<file path="config.mk">
export PLATFORM = sky130hd
export DESIGN_NAME = mrrs_ctrl
export DESIGN_NICKNAME = d
export VERILOG_FILES = /design/src/sv/mrrs_pkg.sv /design/src/sv/mrrs_ctrl.sv
export SDC_FILE = /design/constraint.sdc
export NUM_CORES = 1
export LEC_CHECK = 0
export BUFFER_PORTS_ARGS = -buffer_cell sky130_fd_sc_hd__clkbuf_2
export CAP_MARGIN = 20
export CORE_ASPECT_RATIO = 0.75
export CORE_MARGIN = 5
export CORE_UTILIZATION = 45
export CTS_CLUSTER_SIZE = 14
export DETAILED_ROUTE_END_ITERATION = 10
export GPL_ROUTABILITY_DRIVEN = 0
export PLACE_DENSITY_LB_ADDON = 0.12
export SLEW_MARGIN = 20
export SYNTH_ARGS = -nofsm -noshare
export SYNTH_HDL_FRONTEND = slang
export SYNTH_SLANG_ARGS = --single-unit
</file>
<file path="constraint.sdc">
create_clock -name clock -period 3 [get_ports clock]
set_clock_uncertainty 0.15 [all_clocks]
set_input_delay 0.3 -clock clock [delete_from_list [all_inputs] [get_ports clock]]
set_output_delay 0.3 -clock clock [all_outputs]
set_load 0.01 [all_outputs]
</file>
<file path="src/sv/mrrs_pkg.sv">
`timescale 1ns / 1ps

package mrrs_pkg;

   localparam int NUM_TASKS  = 64;
   localparam int NUM_LEVELS = 8;

   // index and count widths
   localparam int TW  = $clog2(NUM_TASKS);
   localparam int CW  = $clog2(NUM_TASKS + 1);
   localparam int LW  = $clog2(NUM_LEVELS);
   localparam int CLW = $clog2(NUM_LEVELS + 1);

   localparam int SLOT_W     = 2 + LW + 8;
   localparam int LIST_AW    = LW + TW;
   localparam int LIST_DEPTH = 2 ** LIST_AW;

   typedef enum logic [1:0] {
      FUNC_ALLOC = 2'd0,
      FUNC_RUN   = 2'd1,
      FUNC_SLEEP = 2'd2,
      FUNC_TICK  = 2'd3
   } func_type;

   typedef enum logic [1:0] {
      ST_FREE  = 2'd0,
      ST_ALLOC = 2'd1,
      ST_RUN   = 2'd2
   } sstate_type;

   typedef struct packed {
      sstate_type      st;
      logic [LW-1:0]   lv;
      logic [7:0]      sl;
   } slot_type;

   // datapath step codes
   typedef enum logic [4:0] {
      OP_NONE   = 5'd0,
      OP_LATCH  = 5'd1,
      OP_INIT0  = 5'd2,
      OP_INIT1  = 5'd3,
      OP_A_RD   = 5'd4,
      OP_A_CK   = 5'd5,
      OP_T_RD   = 5'd6,
      OP_T_CK   = 5'd7,
      OP_R_RD   = 5'd8,
      OP_R_CK   = 5'd9,
      OP_H_RD   = 5'd10,
      OP_H_WR   = 5'd11,
      OP_APPEND = 5'd12,
      OP_SDONE  = 5'd13,
      OP_P_RD   = 5'd14,
      OP_P_CK   = 5'd15,
      OP_ADV    = 5'd16,
      OP_L_RD   = 5'd17,
      OP_L_CK   = 5'd18
   } op_type;

   typedef struct packed {
      op_type op;
      logic   ph;
   } cmd_type;

   typedef struct packed {
      func_type func;
      logic     slot_free;
      logic     idx_last;
      logic     is_run;
      logic     need_rm;
      logic     rm_end;
      logic     found;
      logic     avail;
   } stat_type;

   // slot contents after reset
   function automatic slot_type slot_rst(input logic [TW-1:0] idx);
      slot_type s;
      s.st = ST_FREE;
      s.lv = '0;
      s.sl = 8'd0;
      if (idx == TW'(0)) begin
         s.st = ST_RUN;
         s.sl = 8'd2;
      end else if (idx == TW'(1)) begin
         s.st = ST_RUN;
         s.lv = LW'(NUM_LEVELS - 1);
         s.sl = 8'd1;
      end
      return s;
   endfunction

endpackage

</file>
<file path="src/sv/mrrs_ctrl.sv">
`timescale 1ns / 1ps

module mrrs_ctrl (
   input  logic                clock,
   input  logic                reset,
   input  logic                start,
   input  logic [1:0]          req_func,
   input  logic [5:0]          req_task_id,
   input  mrrs_pkg::stat_type  stat,
   output mrrs_pkg::cmd_type   cmd,
   output logic                busy,
   output logic                rsp_valid
);

   typedef enum logic [18:0] {
      S_INIT0 = 19'h00001,
      S_INIT1 = 19'h00002,
      S_IDLE  = 19'h00004,
      S_A_RD  = 19'h00008,
      S_A_CK  = 19'h00010,
      S_T_RD  = 19'h00020,
      S_T_CK  = 19'h00040,
      S_R_RD  = 19'h00080,
      S_R_CK  = 19'h00100,
      S_H_RD  = 19'h00200,
      S_H_WR  = 19'h00400,
      S_APP   = 19'h00800,
      S_SDONE = 19'h01000,
      S_P_RD  = 19'h02000,
      S_P_CK  = 19'h04000,
      S_ADV   = 19'h08000,
      S_L_RD  = 19'h10000,
      S_L_CK  = 19'h20000,
      S_RESP  = 19'h40000
   } state_type;

   state_type state_ff, state_in;
   logic      ph_ff, ph_in;
   logic      is_run_f;

   assign is_run_f = (stat.func == mrrs_pkg::FUNC_RUN);

   // next state
   always_comb begin
      state_in = state_ff;
      ph_in    = ph_ff;
      cmd.op   = mrrs_pkg::OP_NONE;
      cmd.ph   = ph_ff;
      unique case (state_ff)
         S_INIT0: begin
            cmd.op   = mrrs_pkg::OP_INIT0;
            state_in = S_INIT1;
         end
         S_INIT1: begin
            cmd.op   = mrrs_pkg::OP_INIT1;
            state_in = S_IDLE;
         end
         S_IDLE: begin
            if (start) begin
               cmd.op = mrrs_pkg::OP_LATCH;
               ph_in  = 1'b1;
               case (mrrs_pkg::func_type'(req_func))
                  mrrs_pkg::FUNC_ALLOC: state_in = S_A_RD;
                  mrrs_pkg::FUNC_TICK: begin
                     state_in = S_P_RD;
                     ph_in    = 1'b0;
                  end
                  default: begin
                     if (int'(req_task_id) < mrrs_pkg::NUM_TASKS) begin
                        state_in = S_T_RD;
                     end else begin
                        state_in = S_P_RD;
                     end
                  end
               endcase
            end
         end
         S_A_RD: begin
            cmd.op   = mrrs_pkg::OP_A_RD;
            state_in = S_A_CK;
         end
         S_A_CK: begin
            cmd.op = mrrs_pkg::OP_A_CK;
            if (stat.slot_free || stat.idx_last) begin
               state_in = S_RESP;
            end else begin
               state_in = S_A_RD;
            end
         end
         S_T_RD: begin
            cmd.op   = mrrs_pkg::OP_T_RD;
            state_in = S_T_CK;
         end
         S_T_CK: begin
            cmd.op = mrrs_pkg::OP_T_CK;
            if (is_run_f) begin
               state_in = stat.need_rm ? S_R_RD : S_APP;
            end else begin
               state_in = S_P_RD;
               ph_in    = !stat.is_run;
            end
         end
         S_R_RD: begin
            cmd.op = mrrs_pkg::OP_R_RD;
            if (stat.rm_end) begin
               state_in = is_run_f ? S_APP : S_SDONE;
            end else begin
               state_in = S_R_CK;
            end
         end
         S_R_CK: begin
            cmd.op   = mrrs_pkg::OP_R_CK;
            state_in = stat.found ? S_H_RD : S_R_RD;
         end
         S_H_RD: begin
            cmd.op = mrrs_pkg::OP_H_RD;
            if (stat.rm_end) begin
               state_in = is_run_f ? S_APP : S_SDONE;
            end else begin
               state_in = S_H_WR;
            end
         end
         S_H_WR: begin
            cmd.op   = mrrs_pkg::OP_H_WR;
            state_in = S_H_RD;
         end
         S_APP: begin
            cmd.op   = mrrs_pkg::OP_APPEND;
            state_in = S_P_RD;
            ph_in    = 1'b1;
         end
         S_SDONE: begin
            cmd.op   = mrrs_pkg::OP_SDONE;
            state_in = S_P_RD;
            ph_in    = 1'b1;
         end
         S_P_RD: begin
            cmd.op   = mrrs_pkg::OP_P_RD;
            state_in = S_P_CK;
         end
         S_P_CK: begin
            cmd.op = mrrs_pkg::OP_P_CK;
            if (!ph_ff) begin
               state_in = (stat.func == mrrs_pkg::FUNC_TICK) ? S_ADV : S_R_RD;
            end else if (stat.func == mrrs_pkg::FUNC_TICK && stat.avail) begin
               state_in = S_L_RD;
            end else begin
               state_in = S_RESP;
            end
         end
         S_ADV: begin
            cmd.op   = mrrs_pkg::OP_ADV;
            state_in = S_P_RD;
            ph_in    = 1'b1;
         end
         S_L_RD: begin
            cmd.op   = mrrs_pkg::OP_L_RD;
            state_in = S_L_CK;
         end
         S_L_CK: begin
            cmd.op   = mrrs_pkg::OP_L_CK;
            state_in = S_RESP;
         end
         S_RESP: begin
            state_in = S_IDLE;
         end
         default: begin
            state_in = S_IDLE;
         end
      endcase
   end

   always_ff @(posedge clock) begin
      if (reset) begin
         state_ff <= S_INIT0;
         ph_ff    <= 1'b0;
      end else begin
         state_ff <= state_in;
         ph_ff    <= ph_in;
      end
   end

   assign busy      = (state_ff != S_IDLE);
   assign rsp_valid = (state_ff == S_RESP);

endmodule

</file>
==> results of run 1 <==
==> sequential cells by signal, indices dropped and copies added (netlist names) <==
name / count
state_ff: 19
ph_ff: 1
==> worst paths after layout <==
check | end | slack (ns) | cells past startpoint
max | cmd[4] | 0.25 | 7
min | state_ff[8] | 0.08 | 2
max reg2reg | state_ff[2] | 0.77 | 6
min reg2reg | state_ff[16] | 0.40 | 2
==> per-layer routing <==
metal / GRT usage [%] / wire (microns)
met1: 24.8 / 1640
met2: 24.8 / 1360
met3: 4.28 / 145
met4: 1.61 / 0
met5: 0 / 0
==> cell usage in the layout (no fill, tap or decap), types with 3 or more instances in the layout <==
cell type  Yosys  routed
nand2_1       10      10
nand3b_1       5       5
nor2b_1        4       4
nand2b_1       6       6
nor2_1        18      18
nor3_1         7       7
nand4b_1       4       4
inv_1          5       5
nand4_1        3       3
clkbuf_2       0      21
dfxtp_1       20      20
nor4_1         4       3
nor4_2         5       6
nand3_1        8       8
clkbuf_8       0       3
==> metrics by stage <==
stage	std cells	worst slack, ns
after floorplan	149	0.889
after global placement	202	0.498
after detailed placement	202	0.444
after CTS	206	0.135
after global routing	206	0.0458
final	206	0.251
==> power by group through the flow <==
stage                     clock [uW]  sequential [uW]  combinational, uW
after detailed placement           0              285               95.6
after global placement             0              285               95.0
after CTS                        278              279               96.0
final                            272              279               96.2
after global routing             288              280                106
after floorplan                    0              283               67.5
==> cells by family after synthesis <==
family | after synthesis | share of synthesized area (%)
adders and majority gates | 2 | 1.92
DFF | 20 | 30.8
muxes | 2 | 1.54
and+or+nand+nor | 95 | 48.0
xor gates and xnor gates | 2 | 1.35
buffers and inverters | 10 | 4.23
AOI/OAI and AO/OA | 18 | 12.2
==> timing repair <==
action                                 CTS  global route
endpoints found under the hold margin    0             0
gates resized for setup                  0             1
buffers inserted                         0             0
setup endpoints to repair                0             2
==> cell type report <==
cell class / count / share of cell area (%)
Clock inverter: 1 / 2.00
Sequential cell: 20 / 26.7
Inverter: 6 / 1.67
Tap cell: 36 / 3.01
Multi-Input combinational cell: 119 / 56.8
Clock buffer: 3 / 2.75
Timing Repair Buffer: 21 / 7.01
==> worst register-to-register path: cells and delay by family (launching register included) <==
family	cells	cell delay [ns]
simple gates	5	1.54
compound gates	1	0.06
flops	1	0.39
==> impl_metrics.ini, run 1 <==
[global_routing]
track_usage_pct = 16.7
grt_pass1_vias = 1141
gr-total-overflow = 0
antenna_found_initial = 0
grt_pass1_wl_microns = 5400
grt_start_max_net_pins = 15

[logic_synthesis]
yosysWarnings = 0
netlist_area_sq_um = 1300
synth_nets = 171
synth-seq-cells = 20
yosys-top-cells-count = 20 x dfxtp_1, 18 x nor2_1, 10 x nand2_1, 8 x nand3_1, 7 x nor3_1
syn_area_per_cell_sq_um = 8.73
yosysMostFrequentCell = dfxtp_1
synthesis.instances = 149
synth_edf_count = 0
ys_async_sr_fraction_pct = 0
seq_area_frac_synth_pct = 30.8
synthFlopType = dfxtp_1
ys_top_cells_by_area = dfxtp_1 31%, nor2_1 5.2%, nor4_2 4.8%
synth.distinct_cells = 52
synth_top_area_cell = dfxtp_1
synth_top_area_share_pct = 30.8

[worst_setup_path]
crit_path_frequent_cell = nor4_2
worstPathRequired_ns = 2.55
critPathKind = reg -> out
path_delay_family = simple AND/OR/NAND/NOR gates
r2r-start = state_ff[8]
slowest_stage = nor4_2
critPathLaunchType = register
arrival_ns = 2.30
end_kind = primary output
path_buf_inv = 1
setup.worst_path.start = state_ff[8]
cp_cell_sequence = nor4_2 -> nand4_1 -> nor4_2 -> a41oi_1 -> and3_1 -> nand2_1 -> clkbuf_2
worstPathMaxFanout = 7
max_stage_delay_ns = 0.42

[sta]
max_freq_mhz = 364
worstMarginPinSlew_ns = 0.484
period_needed_ns = 2.75
finalMaxSlewViolations = 0
fin_tns_setup_ns = 0
hold_viol_final = 0
finalCritPeriodShare_pct = 91.6
slew_headroom_pct = 67.5
whs_ns = 0.0771
setup_viol = 0
rsz0062_at_grt = no

[drt]
drt_iter0_markers = 87
wl_per_cell_microns = 15.2
routed_via_density = 5.86
drtPass1Iterations = 4
num_vias = 1208
post-route-drc-count = 0
routed_wl_microns = 3140
ant_nets = 0

[clocking]
cts.clk_slew.worst_paths_ns = 0.07
ctsRootBufferMaster = clkbuf_8
h-tree-depth = 1
clk_latency_ns = 0.26
ctsHoldBuffers = 0
cts_sinks = 20
cts_tree = built
clk_path_buf_depth = 2
cts_made_buffers = 3

[power]
seq_power_share_pct = 43.1
vdd_ir_drop_max_v = 0.000202
clock_power_share_pct = 42.0
intPower_uw = 491
netSwitchingFraction_pct = 24.2
switchingPower_uw = 156
combPwrFrac_pct = 14.9
power_uw = 647
power_density_nw_per_um2 = 432
cellLeakagePower_uw = 0.000597

[die]
die_w_microns = 72.1
start_util_pct = 48.5
io-pin-count = 28
fp.coreArea_sq_um = 2680
num_rows = 16
dieArea_sq_um = 4080
die_h_microns = 56.6

[layout]
area_growth_pct = 15.2
fin_nets = 193
seqCellArea_sq_um = 400
finalInstanceArea_sq_um = 1500
diodes = 0
n_fill_cell = 266
drive_gt1_share_pct = 27.6
multi_input_comb_area_sq_um = 852
fin_util_pct = 55.9

[run]
maxCapViolCount = 0

[worst_hold_path]
hold_path_class = in -> reg
worstHoldStart = stat[2]

[placed_design]
post-dp-hpwl_microns = 2520
postPlaceCellArea_sq_um = 1420
port_buffers = 21

[run_status]
status = finished clean
Note: power is estimated with default switching activity, not from simulation.
==> inputs of run 2 (changes only) <==
HOLD_SLACK_MARGIN = 0.12   (was default)
PLACE_DENSITY = 0.68   (was default)
PLACE_DENSITY_LB_ADDON = default   (was 0.12)
==> impl_metrics.ini, run 2 (synthesis results as in run 1) <==
[run_status]
status = finished clean

[layout]
largest_reg_flops = 19
drive_gt1_share_pct = 27.3
fin_nets = 195
diodes = 0
top_regs = state_ff x19, ph_ff x1
largest-register = state_ff
area_growth_pct = 16.7
final_cell_mix = 21 x clkbuf_2, 20 x dfxtp_1, 18 x nor2_1
final_common_cell = clkbuf_2

[die]
die_h_microns = 56.6
die_w_microns = 72.1
start_util_pct = 48.5
dieArea_sq_um = 4080
num_rows = 16
io-pin-count = 28
fp.coreArea_sq_um = 2680

[power]
cellLeakagePower_uw = 0.000605
power_density_nw_per_um2 = 430
vdd_ir_drop_max_v = 0.000219

[sta]
max_freq_mhz = 353
fin_tns_setup_ns = 0
period_needed_ns = 2.83
finalMaxSlewViolations = 0
worstMarginPinSlew_ns = 0.490
slew_headroom_pct = 67.1
finalCritPeriodShare_pct = 94.4
whs_ns = 0.155
rsz0062_at_grt = no
setup_viol = 0
hold_viol_final = 0

[clocking]
cts_tree = built
clk_path_buf_depth = 2
clk_latency_ns = 0.27
cts.clk_slew.worst_paths_ns = 0.08
cts_sinks = 20
ctsRootBufferMaster = clkbuf_8
cts_made_buffers = 3
h-tree-depth = 1
cts_setup_buffers = 0

[worst_setup_path]
r2r_end = ph_ff
r2r-start = state_ff[7]
worstPathRequired_ns = 2.55
critPathKind = reg -> out
critPathLaunchType = register
rr_worst_depth = 6
reg2reg_setup_slack_ns = 0.72
arrival_ns = 2.38
end_kind = primary output
worstPathMaxFanout = 6

[global_routing]
grt_pass1_vias = 1214
grt_pass1_wl_microns = 5650
gr-total-overflow = 0
grt_start_max_net_pins = 15
track_usage_pct = 18.0
antenna_found_initial = 0

[run]
maxCapViolCount = 0

[worst_hold_path]
worstHoldStart = stat[8]
hold_depth = 3
hold_path_class = in -> reg
hold_end = state_ff[15]

[placed_design]
post-dp-hpwl_microns = 2690
port_buffers = 21

[drt]
num_vias = 1277
wl_per_cell_microns = 16.6
drtPass1Iterations = 6
post-route-drc-count = 0
routed_wl_microns = 3460
routed_via_density = 6.14
drt_iter0_markers = 88
ant_nets = 0
==> run 2: final cells by class <==
type                    instances  area (sq um)
fillers                       262          1160
multi-input cells             119           852
flip-flops and latches         20           400
repair buffers                 23           125
well taps                      36          45.0
clock buffers                   3          41.3
clock inverters                 1          30.0
inverters                       6          25.0
==> run 2: worst max-delay path: stages, from the launching register on <==
cell and delay, ns:
dfxtp_1 0.42, nor4_2 0.38, nand4_1 0.25, nor4_2 0.45, a41oi_1 0.18, and3_1 0.24, nand2_1 0.07, clkbuf_2 0.12
==> run 2: per-layer routing <==
layer / vias up / wire, microns / GRT usage, %
met5: - / 0 / 0
met4: 0 / 72 / 4.83
met3: 12 / 250 / 6.06
met2: 48 / 1550 / 27.2
met1: 609 / 1590 / 24.2
li1: 608 / - / -
==> run 2: timing repair <==
item	CTS	global route
resized for setup	0	1
hold buffers	2	0
hold endpoints to repair	3	0
endpoints found under the setup margin	0	2
==> run 2: metrics by stage <==
stage,instances,cell area [sq um],setup slack (ns),util (%),power (uW)
4_1_cts,208,1510,0.0879,56.4,654
3_3_place_gp,202,1420,0.516,53.0,378
2_1_floorplan,149,1300,0.889,-,351
6_report,208,1520,0.169,56.6,653
5_1_grt,208,1520,0.0619,56.6,674
3_5_place_dp,202,1420,0.397,53.0,381
==> run 2: where the power goes <==
part / leakage (uW) / internal (uW) / switching (uW)
combinational: 0.000407 / 43.0 / 56.3
sequential: 0.000162 / 271 / 8.04
clock: 0.0000357 / 178 / 95.8
total: 0.000605 / 493 / 160
==> run 2: worst max-delay path by stage <==
stage               slack, ns  cells past startpoint   startpoint  endpoint
finish                   0.17                      7  state_ff[7]    cmd[4]
global route             0.06                      7  state_ff[7]    cmd[4]
CTS                      0.09                      7  state_ff[7]    cmd[4]
detailed placement       0.40                      7  state_ff[7]    cmd[4]
global placement         0.52                      7  state_ff[8]    cmd[4]
floorplan                0.89                      6  state_ff[9]    cmd[2]
==> inputs of run 3 (changes only) <==
ABC_AREA = 1   (was default)
PLACE_DENSITY = 0.67   (was 0.68)
==> impl_metrics.ini, run 3 <==
[run_status]
status = finished clean

[logic_synthesis]
yosys-top-cells-count = 47 x nand2_1, 44 x inv_1, 30 x nor2_1, 24 x nand3_1, 20 x dfxtp_1
yosysWarnings = 0
synth_edf_count = 0
seq_area_frac_synth_pct = 26.4
yosysMostFrequentCell = nand2_1
synth_top_area_cell = dfxtp_1
ys_top_cells_by_area = dfxtp_1 26%, nand2_1 12%, inv_1 11%
syn_area_per_cell_sq_um = 6.29
synthFlopType = dfxtp_1
ys_async_sr_fraction_pct = 0
synth-seq-cells = 20
synth.distinct_cells = 31
synth_nets = 263
synth_top_area_share_pct = 26.4
netlist_area_sq_um = 1520
synthesis.instances = 241

[placed_design]
port_buffers = 21
post-dp-hpwl_microns = 3010
dp.cells = 298
postPlaceCellArea_sq_um = 1640

[global_routing]
antenna_found_initial = 0
busiest_layer = met2
grt_use_met2_pct = 28.1
grt_pass1_wl_microns = 6330
met3_usage_pct = 3.77
track_usage_pct = 17.4
gr-total-overflow = 0
grt_pass1_vias = 1376
grt_start_max_net_pins = 14
grt.met1_usage_pct = 23.9

[drt]
drtPass1Iterations = 4
routed_via_density = 5.05
wl_per_cell_microns = 12.2
ant_nets = 0
post-route-drc-count = 0
num_vias = 1530
drt_iter0_markers = 107
routed_wl_microns = 3710

[clocking]
clk_latency_ns = 0.27
clk_path_buf_depth = 2
h-tree-depth = 1
cts_sinks = 20
cts.clk_slew.worst_paths_ns = 0.08
ctsRootBufferMaster = clkbuf_8
cts-resized-gates = 0
cts_tree = built
cts_made_buffers = 3

[layout]
multi_input_comb_area_sq_um = 912
final-instance-count-excl-fill = 303
top_regs = state_ff x19, ph_ff x1
finalInstanceArea_sq_um = 1710
largest-register = state_ff
final_common_cell = nand2_1
n_fill_cell = 332
final_cell_mix = 47 x nand2_1, 44 x inv_1, 30 x nor2_1
area_growth_pct = 12.8
seqCellArea_sq_um = 400
fin_nets = 286
fin_util_pct = 52.3
drive_gt1_share_pct = 20.5
largest_reg_flops = 19
diodes = 0

[die]
start_util_pct = 46.4
num_rows = 18
io-pin-count = 28
die_w_microns = 77.0
die_h_microns = 60.3
dieArea_sq_um = 4640
fp.coreArea_sq_um = 3270

[sta]
slew_headroom_pct = 73.8
period_needed_ns = 2.24
fin_tns_setup_ns = 0
finalMaxSlewViolations = 0
setup_viol = 0
rsz0062_at_grt = no
finalCritPeriodShare_pct = 74.7
max_freq_mhz = 446
hold_viol_final = 0
worstMarginPinSlew_ns = 0.391

[run]
maxCapViolCount = 0

[worst_setup_path]
critPathLaunchType = register
path_delay_family = simple AND/OR/NAND/NOR gates
cp_cell_sequence = nor2_1 -> nand2_1 -> inv_1 -> nand2_2 -> nor2_8 -> o21ai_1 -> and3_1 -> nand3_1 -> clkbuf_2
worstPathMaxFanout = 10
critPathKind = reg -> out
r2r_end = ph_ff
slowest_stage = dfxtp_1
path_buf_inv = 2
rr_worst_depth = 10
reg2reg_setup_slack_ns = 1.20
end_kind = primary output
worstPathRequired_ns = 2.55
max_stage_delay_ns = 0.33
arrival_ns = 1.79
r2r-start = state_ff[10]

[power]
cellLeakagePower_uw = 0.000936
power_density_nw_per_um2 = 351
vdd_ir_drop_max_v = 0.000277
power_uw = 601

[worst_hold_path]
hold_path_class = in -> reg
hold_end = state_ff[16]
hold_depth = 2
worstHoldStart = stat[0]
## run 3: worst max path at each step
stage	startpoint	to	slack, ns	depth (start not counted)
floorplan	state_ff[12]	cmd[1]	1.33	8
global placement	state_ff[2]	cmd[1]	1.07	9
detailed placement	state_ff[10]	cmd[2]	1.07	8
CTS	state_ff[2]	cmd[1]	0.77	9
global route	state_ff[10]	cmd[2]	0.59	8
finish	state_ff[2]	cmd[1]	0.76	9
## run 3: layout make-up
type	instances	area share (%)
Multi-Input combinational cell	170	53.4
Sequential cell	20	23.4
Inverter	47	10.3
Timing Repair Buffer	22	6.73
Clock buffer	4	3.22
Tap cell	40	2.93
## run 3: where the power goes
part           internal (uW)  switching, uW  total (uW)  leakage, uW
combinational           39.5           70.9         110     0.000746
clock                    117           97.5         215    0.0000288
sequential               271           4.93         276     0.000162
## run 3: logic make-up (layout without fill, tap and decap cells)
family	Yosys count	in the layout	synth area share (%)
compound gates	15	15	6.03
flops	20	20	26.4
fa+ha+maj	2	2	1.65
buf+inv	51	73	13.4
simple gates	153	153	52.5
## run 3: per-layer routing
metal  part of all wire (%)  vias to the layer above
li1                       -                      809
met1                     50                      689
met2                     45                       27
met3                    4.5                        5
met4                    1.0                        0
met5                      0                        -
## run 3: repair_timing
item                                   in CTS  in global routing
hold buffers                                1                  0
endpoints found under the hold margin       2                  0
setup buffers                               0                  0
## run 3: metrics by stage
| step | setup WS (ns) | hold WS [ns] |
|---|---|---|
| floorplan | 1.33 | 0.227 |
| global placement | 1.07 | 0.378 |
| detailed placement | 1.07 | 0.378 |
| CTS | 0.769 | 0.167 |
| global route | 0.588 | 0.170 |
| finish | 0.760 | 0.171 |
