$ cat src/sv/mrrs_pkg.sv
`timescale 1ns / 1ps

package mrrs_pkg;

   localparam int NUM_TASKS  = 64;
   localparam int NUM_LEVELS = 8;

   // index and count widths
   localparam int TW  = $clog2(NUM_TASKS);
   localparam int CW  = $clog2(NUM_TASKS + 1);
   localparam int LW  = $clog2(NUM_LEVELS);
   localparam int CLW = $clog2(NUM_LEVELS + 1);

   localparam int SLOT_W     = 2 + LW + 8;
   localparam int LIST_AW    = LW + TW;
   localparam int LIST_DEPTH = 2 ** LIST_AW;

   typedef enum logic [1:0] {
      FUNC_ALLOC = 2'd0,
      FUNC_RUN   = 2'd1,
      FUNC_SLEEP = 2'd2,
      FUNC_TICK  = 2'd3
   } func_type;

   typedef enum logic [1:0] {
      ST_FREE  = 2'd0,
      ST_ALLOC = 2'd1,
      ST_RUN   = 2'd2
   } sstate_type;

   typedef struct packed {
      sstate_type      st;
      logic [LW-1:0]   lv;
      logic [7:0]      sl;
   } slot_type;

   // datapath step codes
   typedef enum logic [4:0] {
      OP_NONE   = 5'd0,
      OP_LATCH  = 5'd1,
      OP_INIT0  = 5'd2,
      OP_INIT1  = 5'd3,
      OP_A_RD   = 5'd4,
      OP_A_CK   = 5'd5,
      OP_T_RD   = 5'd6,
      OP_T_CK   = 5'd7,
      OP_R_RD   = 5'd8,
      OP_R_CK   = 5'd9,
      OP_H_RD   = 5'd10,
      OP_H_WR   = 5'd11,
      OP_APPEND = 5'd12,
      OP_SDONE  = 5'd13,
      OP_P_RD   = 5'd14,
      OP_P_CK   = 5'd15,
      OP_ADV    = 5'd16,
      OP_L_RD   = 5'd17,
      OP_L_CK   = 5'd18
   } op_type;

   typedef struct packed {
      op_type op;
      logic   ph;
   } cmd_type;

   typedef struct packed {
      func_type func;
      logic     slot_free;
      logic     idx_last;
      logic     is_run;
      logic     need_rm;
      logic     rm_end;
      logic     found;
      logic     avail;
   } stat_type;

   // slot contents after reset
   function automatic slot_type slot_rst(input logic [TW-1:0] idx);
      slot_type s;
      s.st = ST_FREE;
      s.lv = '0;
      s.sl = 8'd0;
      if (idx == TW'(0)) begin
         s.st = ST_RUN;
         s.sl = 8'd2;
      end else if (idx == TW'(1)) begin
         s.st = ST_RUN;
         s.lv = LW'(NUM_LEVELS - 1);
         s.sl = 8'd1;
      end
      return s;
   endfunction

endpackage

$ cat src/sv/mrrs_ram.sv
`timescale 1ns / 1ps

module mrrs_ram #(
   parameter int WIDTH = 8,
   parameter int DEPTH = 64
) (
   input  logic                     clock,
   input  logic                     we,
   input  logic [$clog2(DEPTH)-1:0] waddr,
   input  logic [WIDTH-1:0]         wdata,
   input  logic [$clog2(DEPTH)-1:0] raddr,
   output logic [WIDTH-1:0]         rdata
);

   logic [WIDTH-1:0] mem_ff [DEPTH];
   logic [WIDTH-1:0] rdata_ff;

   // one write port, registered read
   always_ff @(posedge clock) begin
      if (we) begin
         mem_ff[waddr] <= wdata;
      end
      rdata_ff <= mem_ff[raddr];
   end

   assign rdata = rdata_ff;

endmodule

$ cat src/sv/mrrs_dpath.sv
`timescale 1ns / 1ps

module mrrs_dpath (
   input  logic               clock,
   input  logic               reset,
   input  mrrs_pkg::cmd_type  cmd,
   input  logic [1:0]         req_func,
   input  logic [5:0]         req_task_id,
   input  logic [2:0]         req_level,
   input  logic               req_keep_level,
   input  logic [7:0]         req_slice,
   output mrrs_pkg::stat_type stat,
   output logic               rsp_status,
   output logic [5:0]         rsp_result_task,
   output logic               rsp_do_switch,
   output logic [7:0]         rsp_timer_reload,
   output logic               rsp_reload_valid
);

   // latched item
   logic [1:0]  f_ff, f_in;
   logic [5:0]  t_ff, t_in;
   logic [2:0]  lvl_ff, lvl_in;
   logic        keep_ff, keep_in;
   logic [7:0]  sl_ff, sl_in;

   // per-item work registers
   logic [mrrs_pkg::CW-1:0]  idx_ff, idx_in;
   logic [mrrs_pkg::CW-1:0]  i_ff, i_in;
   mrrs_pkg::slot_type       slot_ff, slot_in;
   logic [mrrs_pkg::LW-1:0]  tgt_ff, tgt_in;
   logic                     app_ff, app_in;
   logic                     old_v_ff, old_v_in;
   logic [mrrs_pkg::TW-1:0]  old_t_ff, old_t_in;
   logic                     fin_v_ff, fin_v_in;
   logic [mrrs_pkg::TW-1:0]  fin_t_ff, fin_t_in;
   logic                     pv_ff, pv_in;
   logic                     pk_ff, pk_in;
   logic [7:0]               rel_ff, rel_in;
   logic                     afail_ff, afail_in;
   logic [mrrs_pkg::TW-1:0]  aidx_ff, aidx_in;
   logic [mrrs_pkg::TW-1:0]  srda_ff, srda_in;

   // scheduler state
   logic [mrrs_pkg::CW-1:0]  cnt_ff [mrrs_pkg::NUM_LEVELS];
   logic [mrrs_pkg::CW-1:0]  cnt_in [mrrs_pkg::NUM_LEVELS];
   logic [mrrs_pkg::TW-1:0]  cur_ff [mrrs_pkg::NUM_LEVELS];
   logic [mrrs_pkg::TW-1:0]  cur_in [mrrs_pkg::NUM_LEVELS];
   logic [mrrs_pkg::CLW-1:0] cl_ff, cl_in;
   logic                     chg_ff, chg_in;
   logic [mrrs_pkg::NUM_TASKS-1:0] sv_ff, sv_in;

   // memory ports
   logic                          s_we;
   logic [mrrs_pkg::TW-1:0]       s_waddr, s_raddr;
   logic [mrrs_pkg::SLOT_W-1:0]   s_wdata, s_q;
   logic                          l_we;
   logic [mrrs_pkg::LIST_AW-1:0]  l_waddr, l_raddr;
   logic [mrrs_pkg::TW-1:0]       l_wdata, l_q;

   logic [mrrs_pkg::LW-1:0]  la;
   logic [mrrs_pkg::CW-1:0]  cnt_la;
   logic [mrrs_pkg::TW-1:0]  cur_la;
   logic [mrrs_pkg::TW-1:0]  tid;
   logic [mrrs_pkg::CLW-1:0] pick_lv;
   logic [mrrs_pkg::LW-1:0]  tgt_calc;
   logic [mrrs_pkg::CW-1:0]  n_new, cadj, cadv;
   mrrs_pkg::slot_type       slot_rd, slot_wr;
   logic                     cl_ok;

   mrrs_ram #(.WIDTH(mrrs_pkg::SLOT_W), .DEPTH(mrrs_pkg::NUM_TASKS)) u_slot_ram (
      .clock (clock),
      .we    (s_we),
      .waddr (s_waddr),
      .wdata (s_wdata),
      .raddr (s_raddr),
      .rdata (s_q)
   );

   mrrs_ram #(.WIDTH(mrrs_pkg::TW), .DEPTH(mrrs_pkg::LIST_DEPTH)) u_list_ram (
      .clock (clock),
      .we    (l_we),
      .waddr (l_waddr),
      .wdata (l_wdata),
      .raddr (l_raddr),
      .rdata (l_q)
   );

   assign tid     = mrrs_pkg::TW'(t_ff);
   assign slot_rd = sv_ff[srda_ff] ? mrrs_pkg::slot_type'(s_q) : mrrs_pkg::slot_rst(srda_ff);
   assign cl_ok   = int'(cl_ff) < mrrs_pkg::NUM_LEVELS;
   assign s_wdata = slot_wr;

   // lowest-numbered non-empty level
   always_comb begin
      pick_lv = mrrs_pkg::CLW'(mrrs_pkg::NUM_LEVELS);
      for (int k = mrrs_pkg::NUM_LEVELS - 1; k >= 0; k--) begin
         if (cnt_ff[k] != '0) begin
            pick_lv = mrrs_pkg::CLW'(k);
         end
      end
   end

   // level that the current step works on
   always_comb begin
      unique case (cmd.op) inside
         mrrs_pkg::OP_R_RD, mrrs_pkg::OP_R_CK, mrrs_pkg::OP_H_RD, mrrs_pkg::OP_H_WR:
            la = slot_ff.lv;
         mrrs_pkg::OP_APPEND:
            la = tgt_ff;
         default:
            la = cl_ff[mrrs_pkg::LW-1:0];
      endcase
   end

   assign cnt_la = cnt_ff[la];
   assign cur_la = cur_ff[la];

   // target level of a run
   always_comb begin
      if (keep_ff) begin
         tgt_calc = slot_rd.lv;
      end else if (int'(lvl_ff) >= mrrs_pkg::NUM_LEVELS) begin
         tgt_calc = mrrs_pkg::LW'(mrrs_pkg::NUM_LEVELS - 1);
      end else begin
         tgt_calc = mrrs_pkg::LW'(lvl_ff);
      end
   end

   // status to the controller
   always_comb begin
      stat.func      = mrrs_pkg::func_type'(f_ff);
      stat.slot_free = (slot_rd.st == mrrs_pkg::ST_FREE);
      stat.idx_last  = (idx_ff == mrrs_pkg::CW'(mrrs_pkg::NUM_TASKS - 1));
      stat.is_run    = (slot_rd.st == mrrs_pkg::ST_RUN);
      stat.need_rm   = (slot_rd.st == mrrs_pkg::ST_RUN) && (slot_rd.lv != tgt_calc);
      stat.rm_end    = (i_ff >= cnt_la);
      stat.found     = (l_q == tid);
      stat.avail     = pv_ff;
   end

   // step actions
   always_comb begin
      f_in = f_ff; t_in = t_ff; lvl_in = lvl_ff; keep_in = keep_ff; sl_in = sl_ff;
      idx_in = idx_ff; i_in = i_ff; slot_in = slot_ff; tgt_in = tgt_ff; app_in = app_ff;
      old_v_in = old_v_ff; old_t_in = old_t_ff; fin_v_in = fin_v_ff; fin_t_in = fin_t_ff;
      pv_in = pv_ff; pk_in = pk_ff; rel_in = rel_ff; afail_in = afail_ff;
      aidx_in = aidx_ff; srda_in = srda_ff;
      cnt_in = cnt_ff; cur_in = cur_ff; cl_in = cl_ff; chg_in = chg_ff; sv_in = sv_ff;
      s_we = 1'b0; s_waddr = tid; s_raddr = tid; slot_wr = slot_ff;
      l_we = 1'b0; l_waddr = {la, i_ff[mrrs_pkg::TW-1:0]}; l_wdata = l_q;
      l_raddr = {la, i_ff[mrrs_pkg::TW-1:0]};
      n_new = cnt_la - 1'b1;
      cadj  = mrrs_pkg::CW'(cur_la);
      cadv  = mrrs_pkg::CW'(cur_la) + 1'b1;
      unique case (cmd.op)
         mrrs_pkg::OP_LATCH: begin
            f_in = req_func; t_in = req_task_id; lvl_in = req_level;
            keep_in = req_keep_level; sl_in = req_slice;
            idx_in = '0; i_in = '0; pk_in = 1'b0; afail_in = 1'b0;
            old_v_in = 1'b0; fin_v_in = 1'b0; rel_in = 8'd0;
         end
         mrrs_pkg::OP_INIT0: begin
            l_we    = 1'b1;
            l_waddr = '0;
            l_wdata = '0;
         end
         mrrs_pkg::OP_INIT1: begin
            l_we    = 1'b1;
            l_waddr = {mrrs_pkg::LW'(mrrs_pkg::NUM_LEVELS - 1), mrrs_pkg::TW'(0)};
            l_wdata = mrrs_pkg::TW'(1);
         end
         mrrs_pkg::OP_A_RD: begin
            s_raddr = idx_ff[mrrs_pkg::TW-1:0];
            srda_in = idx_ff[mrrs_pkg::TW-1:0];
         end
         mrrs_pkg::OP_A_CK: begin
            // first free slot becomes allocated
            if (slot_rd.st == mrrs_pkg::ST_FREE) begin
               s_we       = 1'b1;
               s_waddr    = srda_ff;
               slot_wr    = slot_rd;
               slot_wr.st = mrrs_pkg::ST_ALLOC;
               sv_in[srda_ff] = 1'b1;
               aidx_in    = srda_ff;
            end else begin
               idx_in = idx_ff + 1'b1;
               if (idx_ff == mrrs_pkg::CW'(mrrs_pkg::NUM_TASKS - 1)) begin
                  afail_in = 1'b1;
               end
            end
         end
         mrrs_pkg::OP_T_RD: begin
            s_raddr = tid;
            srda_in = tid;
         end
         mrrs_pkg::OP_T_CK: begin
            slot_in = slot_rd;
            tgt_in  = tgt_calc;
            app_in  = !((slot_rd.st == mrrs_pkg::ST_RUN) && (slot_rd.lv == tgt_calc));
            i_in    = '0;
         end
         mrrs_pkg::OP_R_RD: begin
            l_raddr = {la, i_ff[mrrs_pkg::TW-1:0]};
         end
         mrrs_pkg::OP_R_CK: begin
            // found: shrink the list and fix its cursor
            if (l_q == tid) begin
               cnt_in[la] = n_new;
               if (i_ff < cadj) begin
                  cadj = cadj - 1'b1;
               end
               if (cadj >= n_new) begin
                  cadj = '0;
               end
               cur_in[la] = cadj[mrrs_pkg::TW-1:0];
            end else begin
               i_in = i_ff + 1'b1;
            end
         end
         mrrs_pkg::OP_H_RD: begin
            cadv    = i_ff + 1'b1;
            l_raddr = {la, cadv[mrrs_pkg::TW-1:0]};
         end
         mrrs_pkg::OP_H_WR: begin
            l_we    = 1'b1;
            l_waddr = {la, i_ff[mrrs_pkg::TW-1:0]};
            l_wdata = l_q;
            i_in    = i_ff + 1'b1;
         end
         mrrs_pkg::OP_APPEND: begin
            s_we       = 1'b1;
            s_waddr    = tid;
            slot_wr.st = mrrs_pkg::ST_RUN;
            slot_wr.lv = tgt_ff;
            slot_wr.sl = (sl_ff != 8'd0) ? sl_ff : slot_ff.sl;
            sv_in[tid] = 1'b1;
            if (app_ff && (cnt_la < mrrs_pkg::CW'(mrrs_pkg::NUM_TASKS))) begin
               l_we       = 1'b1;
               l_waddr    = {tgt_ff, cnt_la[mrrs_pkg::TW-1:0]};
               l_wdata    = tid;
               cnt_in[la] = cnt_la + 1'b1;
            end
            chg_in = 1'b1;
         end
         mrrs_pkg::OP_SDONE: begin
            s_we       = 1'b1;
            s_waddr    = tid;
            slot_wr.st = mrrs_pkg::ST_ALLOC;
            sv_in[tid] = 1'b1;
            // sleeping the running task reselects at once
            if (old_v_ff && (old_t_ff == tid)) begin
               cl_in  = pick_lv;
               chg_in = 1'b0;
               pk_in  = 1'b1;
            end
         end
         mrrs_pkg::OP_P_RD: begin
            pv_in   = cl_ok && (cnt_la != '0) && (mrrs_pkg::CW'(cur_la) < cnt_la);
            l_raddr = {la, cur_la};
         end
         mrrs_pkg::OP_P_CK: begin
            if (cmd.ph) begin
               fin_v_in = pv_ff;
               fin_t_in = l_q;
            end else begin
               old_v_in = pv_ff;
               old_t_in = l_q;
            end
         end
         mrrs_pkg::OP_ADV: begin
            // round robin step, then pending level change
            if (cl_ok) begin
               if (cadv >= cnt_la) begin
                  cadv = '0;
               end
               cur_in[la] = cadv[mrrs_pkg::TW-1:0];
            end
            if (chg_ff) begin
               cl_in  = pick_lv;
               chg_in = 1'b0;
            end
         end
         mrrs_pkg::OP_L_RD: begin
            s_raddr = fin_t_ff;
            srda_in = fin_t_ff;
         end
         mrrs_pkg::OP_L_CK: begin
            rel_in = slot_rd.sl;
         end
         default: begin
         end
      endcase
   end

   // control state
   always_ff @(posedge clock) begin
      if (reset) begin
         for (int k = 0; k < mrrs_pkg::NUM_LEVELS; k++) begin
            cnt_ff[k] <= (k == 0 || k == mrrs_pkg::NUM_LEVELS - 1) ?
                         mrrs_pkg::CW'(1) : '0;
            cur_ff[k] <= '0;
         end
         cl_ff  <= '0;
         chg_ff <= 1'b1;
         sv_ff  <= '0;
      end else begin
         cnt_ff <= cnt_in;
         cur_ff <= cur_in;
         cl_ff  <= cl_in;
         chg_ff <= chg_in;
         sv_ff  <= sv_in;
      end
   end

   // payload registers
   always_ff @(posedge clock) begin
      f_ff <= f_in; t_ff <= t_in; lvl_ff <= lvl_in; keep_ff <= keep_in; sl_ff <= sl_in;
      idx_ff <= idx_in; i_ff <= i_in; slot_ff <= slot_in; tgt_ff <= tgt_in;
      app_ff <= app_in; old_v_ff <= old_v_in; old_t_ff <= old_t_in;
      fin_v_ff <= fin_v_in; fin_t_ff <= fin_t_in; pv_ff <= pv_in; pk_ff <= pk_in;
      rel_ff <= rel_in; afail_ff <= afail_in; aidx_ff <= aidx_in; srda_ff <= srda_in;
   end

   // result fields
   always_comb begin
      rsp_status       = 1'b0;
      rsp_result_task  = fin_v_ff ? 6'(fin_t_ff) : 6'd0;
      rsp_do_switch    = 1'b0;
      rsp_timer_reload = 8'd0;
      rsp_reload_valid = 1'b0;
      case (mrrs_pkg::func_type'(f_ff))
         mrrs_pkg::FUNC_ALLOC: begin
            rsp_status      = afail_ff;
            rsp_result_task = afail_ff ? 6'd0 : 6'(aidx_ff);
         end
         mrrs_pkg::FUNC_SLEEP: begin
            rsp_do_switch = pk_ff && fin_v_ff;
         end
         mrrs_pkg::FUNC_TICK: begin
            rsp_do_switch    = fin_v_ff && (!old_v_ff || (fin_t_ff != old_t_ff));
            rsp_timer_reload = fin_v_ff ? rel_ff : 8'd0;
            rsp_reload_valid = fin_v_ff;
         end
         default: begin
         end
      endcase
   end

endmodule

$ cat config.mk
export PLATFORM = sky130hd
export DESIGN_NAME = mrrs_dpath
export DESIGN_NICKNAME = d
export VERILOG_FILES = /design/src/sv/mrrs_pkg.sv /design/src/sv/mrrs_ram.sv /design/src/sv/mrrs_dpath.sv
export SDC_FILE = /design/constraint.sdc
export NUM_CORES = 2
export LEC_CHECK = 0
export BUFFER_PORTS_ARGS = -buffer_cell sky130_fd_sc_hd__buf_2
export CORE_ASPECT_RATIO = 1.75
export CORE_MARGIN = 3
export CORE_UTILIZATION = 40
export DETAILED_ROUTE_END_ITERATION = 7
export SLEW_MARGIN = 0
export SYNTH_ARGS = -nofsm -noshare
export SYNTH_HDL_FRONTEND = slang
export SYNTH_SLANG_ARGS = --single-unit
$ cat constraint.sdc
create_clock -name clock -period 22.4 [get_ports clock]
set_input_delay 1.12 -clock clock [delete_from_list [all_inputs] [get_ports clock]]
set_output_delay 1.12 -clock clock [all_outputs]
set_load 0.01 [all_outputs]
==> results by group <==
Die
  – Die width: 495 µm
  – Die Footprint: 426,000 µm²
  – Core Footprint: 416,000 µm²
  – Row count: ~310
  – Ports: between 50 and 60
  – Initial Utilization: 0.402
  – Die H: 861 µm

Pwr
  – Power Total: roughly 17 mW
  – Sw frac: 0.231
  – Power Density: 89.1 nW/µm²
  – Combinational Power Share: 0.067
  – Sequential share of power: 0.535
  – Int Pwr: 12.8 mW
  – Switching power: 3.85 mW
  – Clk pwr share: 0.398
  – Leak: approximately 60 nW
  – Maximum VDD drop: 75.3 µV

Yosys
  – Most common cell in the synthesized netlist: edfxtp_1
  – Yosys top cell by area: edfxtp_1
  – Synthesized area per cell: 16.3 µm²
  – Distinct cells, synth: 90
  – Synth top area share: 0.717
  – Number of synthesized flops with an enable pin: 3,992
  – Top FF cell, synth: edfxtp_1
  – Share of flip-flops with an asynchronous set or reset: 0
  – Seq/Total Area, Yosys: 0.740
  – Post-Synthesis Cells: 10,249
  – Synth cell count leaders: edfxtp_1 (3,992), nand2_1 (1,381), nor2_1 (882)
  – Mapped Nets: 10,314
  – Mapped Area: 167,000 µm²
  – Largest cells by area after synthesis: edfxtp_1 (72%), mux4_2 (8.7%), nand2_1 (3.1%), dfxtp_1 (2.3%), nor2_1 (2.0%)
  – Synth warnings: 0
  – Register bit total from synthesis: 4,184

Setup path
  – Critical path, cell by cell: buf_2 -> and2b_1 -> a31oi_4 -> nand2_1 -> a2111oi_1 -> a2111o_1 -> and2_4 -> buf_12 -> buf_4 -> buf_12 -> mux4_2 -> a22oi_1 -> nand4_1 -> nand2_1 -> nand4_1 -> nor4_1 -> nand4_1
  – CP required: 23.20 ns
  – CP max stage cell: buf_4
  – WP buf/inv: 4
  – Arr. time, crit path: 8.97 ns
  – CP max FO: 88
  – Worst setup SP type: input pin
  – CP max stage delay: 0.69 ns
  – Crit Path Class: input pin to register
  – Setup crit end kind: register
  – Most used cell, CP: nand4_1
  – Crit path max-delay family: simple AND/OR/NAND/NOR gates

Clocking
  – Hold_buf cts: 0
  – Num CTS Buffers: 381
  – Worst-Skew Late Latency: 0.99 ns
  – Post-CTS Resized: 0
  – CTS tree: built
  – H-tree level count: 5
  – Clock buffer depth: 4
  – Sink Count: 4,184
  – Clock slew at reported path FFs: 0.06 ns
  – Root buffer cell: clkbuf_16
  – Setup Fix Bufs, Post-CTS: 0

STA
  – Setup slack after layout: 14.23 ns
  – RSZ-0062 raised after global routing: no
  – TNS Setup: 0 ns
  – Finish-stage setup viols: 0
  – Actual slew at the worst max-slew pin: 1.41 ns
  – Clock Skew: a little over 0.09 ns
  – Max-slew headroom: 0.0550
  – Tmin final: ~8.2 ns
  – Fin crit share: 0.365
  – Final Max Slew Viols: 0
  – Final Hold Vio Count: 0
  – Max Clk Rate: 0.122 GHz

Drt
  – Avg WL per Cell: around 32 µm
  – Via-to-Cell Ratio: just under 6
  – DRT Pass-1 Iters: 8
  – DR vias: 96,444
  – Routed wire length: 511,000 µm
  – DRT antenna net count: 0
  – # DRC: 0
  – Iteration-0 DRC Markers: 10,354

Cells and area
  – Filler Cell Count: about 36,000
  – Final instance area: roughly 190,000 µm²
  – Layout area overhead: 11.8%
  – Final Util: 0.450
  – Share of layout cells above drive strength 1: 0.160
  – Final #Nets: 10,372

Run status
  – Status: completed

Global route
  – First-pass GRT wire length: just over 700,000 µm
  – Vias in the first global route: roughly 97,000
  – Initial antenna violation count: 18
  – Total gr overflow: 0
  – Largest net degree at the start of global routing: 208
  – GRT Util Overall: 0.236

Placement
  – Placer congestion estimate: 0.934
  – Dpl ws: around 13 ns
  – Hpwl dp: 326,000 µm
  – IO Port Bufs: 53
  – Area after DPL: roughly 170,000 µm²

Flow run
  – Max cap viols: 0

Worst hold path
  – Min-delay worst type: input pin to register
[stage by stage]
| step | hold WS [ns] | instances |
|---|---|---|
| after floorplan | 0.424 | 10249 |
| after global placement | 0.450 | 15433 |
| after detailed placement | 0.457 | 15435 |
| after CTS | 0.263 | 16127 |
| after global routing | 0.283 | 16151 |
| final | 0.320 | 16159 |
[logic make-up after synthesis]
logic type | synth area share
flip-flops | 0.740
buffers and inverters | 0.0183
AND/OR/NAND/NOR | 0.0783
adder cells (fa/ha/maj) | 0.00283
AO/OA/AOI/OAI | 0.0583
multiplexers | 0.0996
XOR/XNOR | 0.00241
[power by group through the flow]
stage          clock network, mW  logic, mW  registers (mW)
3_3_place_gp                   0       1.08            9.06
2_1_floorplan                  0      0.599            9.24
4_1_cts                     6.70       1.13            8.89
3_5_place_dp                   0       1.13            9.06
6_report                    6.62       1.12            8.90
5_1_grt                     7.01       1.18            8.89
[path summary, 6_finish.rpt]
kind	start	endpoint	slack, ns	cells past startpoint
setup reg to reg	srda_ff[2]	u_slot_ram.mem_ff[38][5]	14.48	16
setup / recovery	cmd[5]	u_list_ram.rdata[3]	14.23	17
hold reg to reg	cur_ff[45]	cur_ff[45]	0.47	2
hold / removal	req_slice[4]	sl_ff[4]	0.32	1
[cell usage in the layout (no fill, tap or decap), types with 192 or more instances in the layout]
cell / instances
a21oi_1: 254
a22oi_1: 258
and3_1: 198
buf_4: 275
clkbuf_16: 388
dfxtp_1: 192
edfxtp_1: 3992
mux4_2: 644
nand2_1: 1362
nand3_1: 260
nor2_1: 866
[layout make-up]
class                   count  area (µm²)  share of cell area
flip-flops and latches   4184      124000               0.662
multi-input cells        5364       40900               0.219
clock buffers             472       10100              0.0540
well taps                5512        6900              0.0369
repair buffers            342        2610              0.0140
clock inverters           220        2350              0.0126
inverters                  34         128            0.000683
diodes                     31        77.6            0.000415
[registers in the layout, indices dropped and copies added (netlist names), 7 cells and up, named ones only]
register,count
slot_ff,13
sl_ff,8
idx_ff,7
cur_ff,48
rel_ff,8
u_slot_ram.mem_ff,832
u_slot_ram.rdata,13
u_list_ram.mem_ff,3072
sv_ff,64
cnt_ff,48
i_ff,7
[per-layer routing]
metal	global-route usage	share of wire	routed length [µm]	vias to the layer above
met1	0.262	0.33	170000	50028
met2	0.414	0.51	263000	4704
met3	0.0346	0.068	35000	1292
met4	0.167	0.085	43300	6
met5	0	0.000066	34	-
li1	-	-	-	40414
[worst register-to-register path, delay by kind of cell (launching register included)]
kind / cells / cell delay (ns)
AO/OA/AOI/OAI: 4 / 0.92
multiplexers: 2 / 1.30
flip-flops: 1 / 0.52
AND/OR/NAND/NOR: 6 / 3.03
buffers and inverters: 4 / 1.78
(Power assumes the default switching activity.)
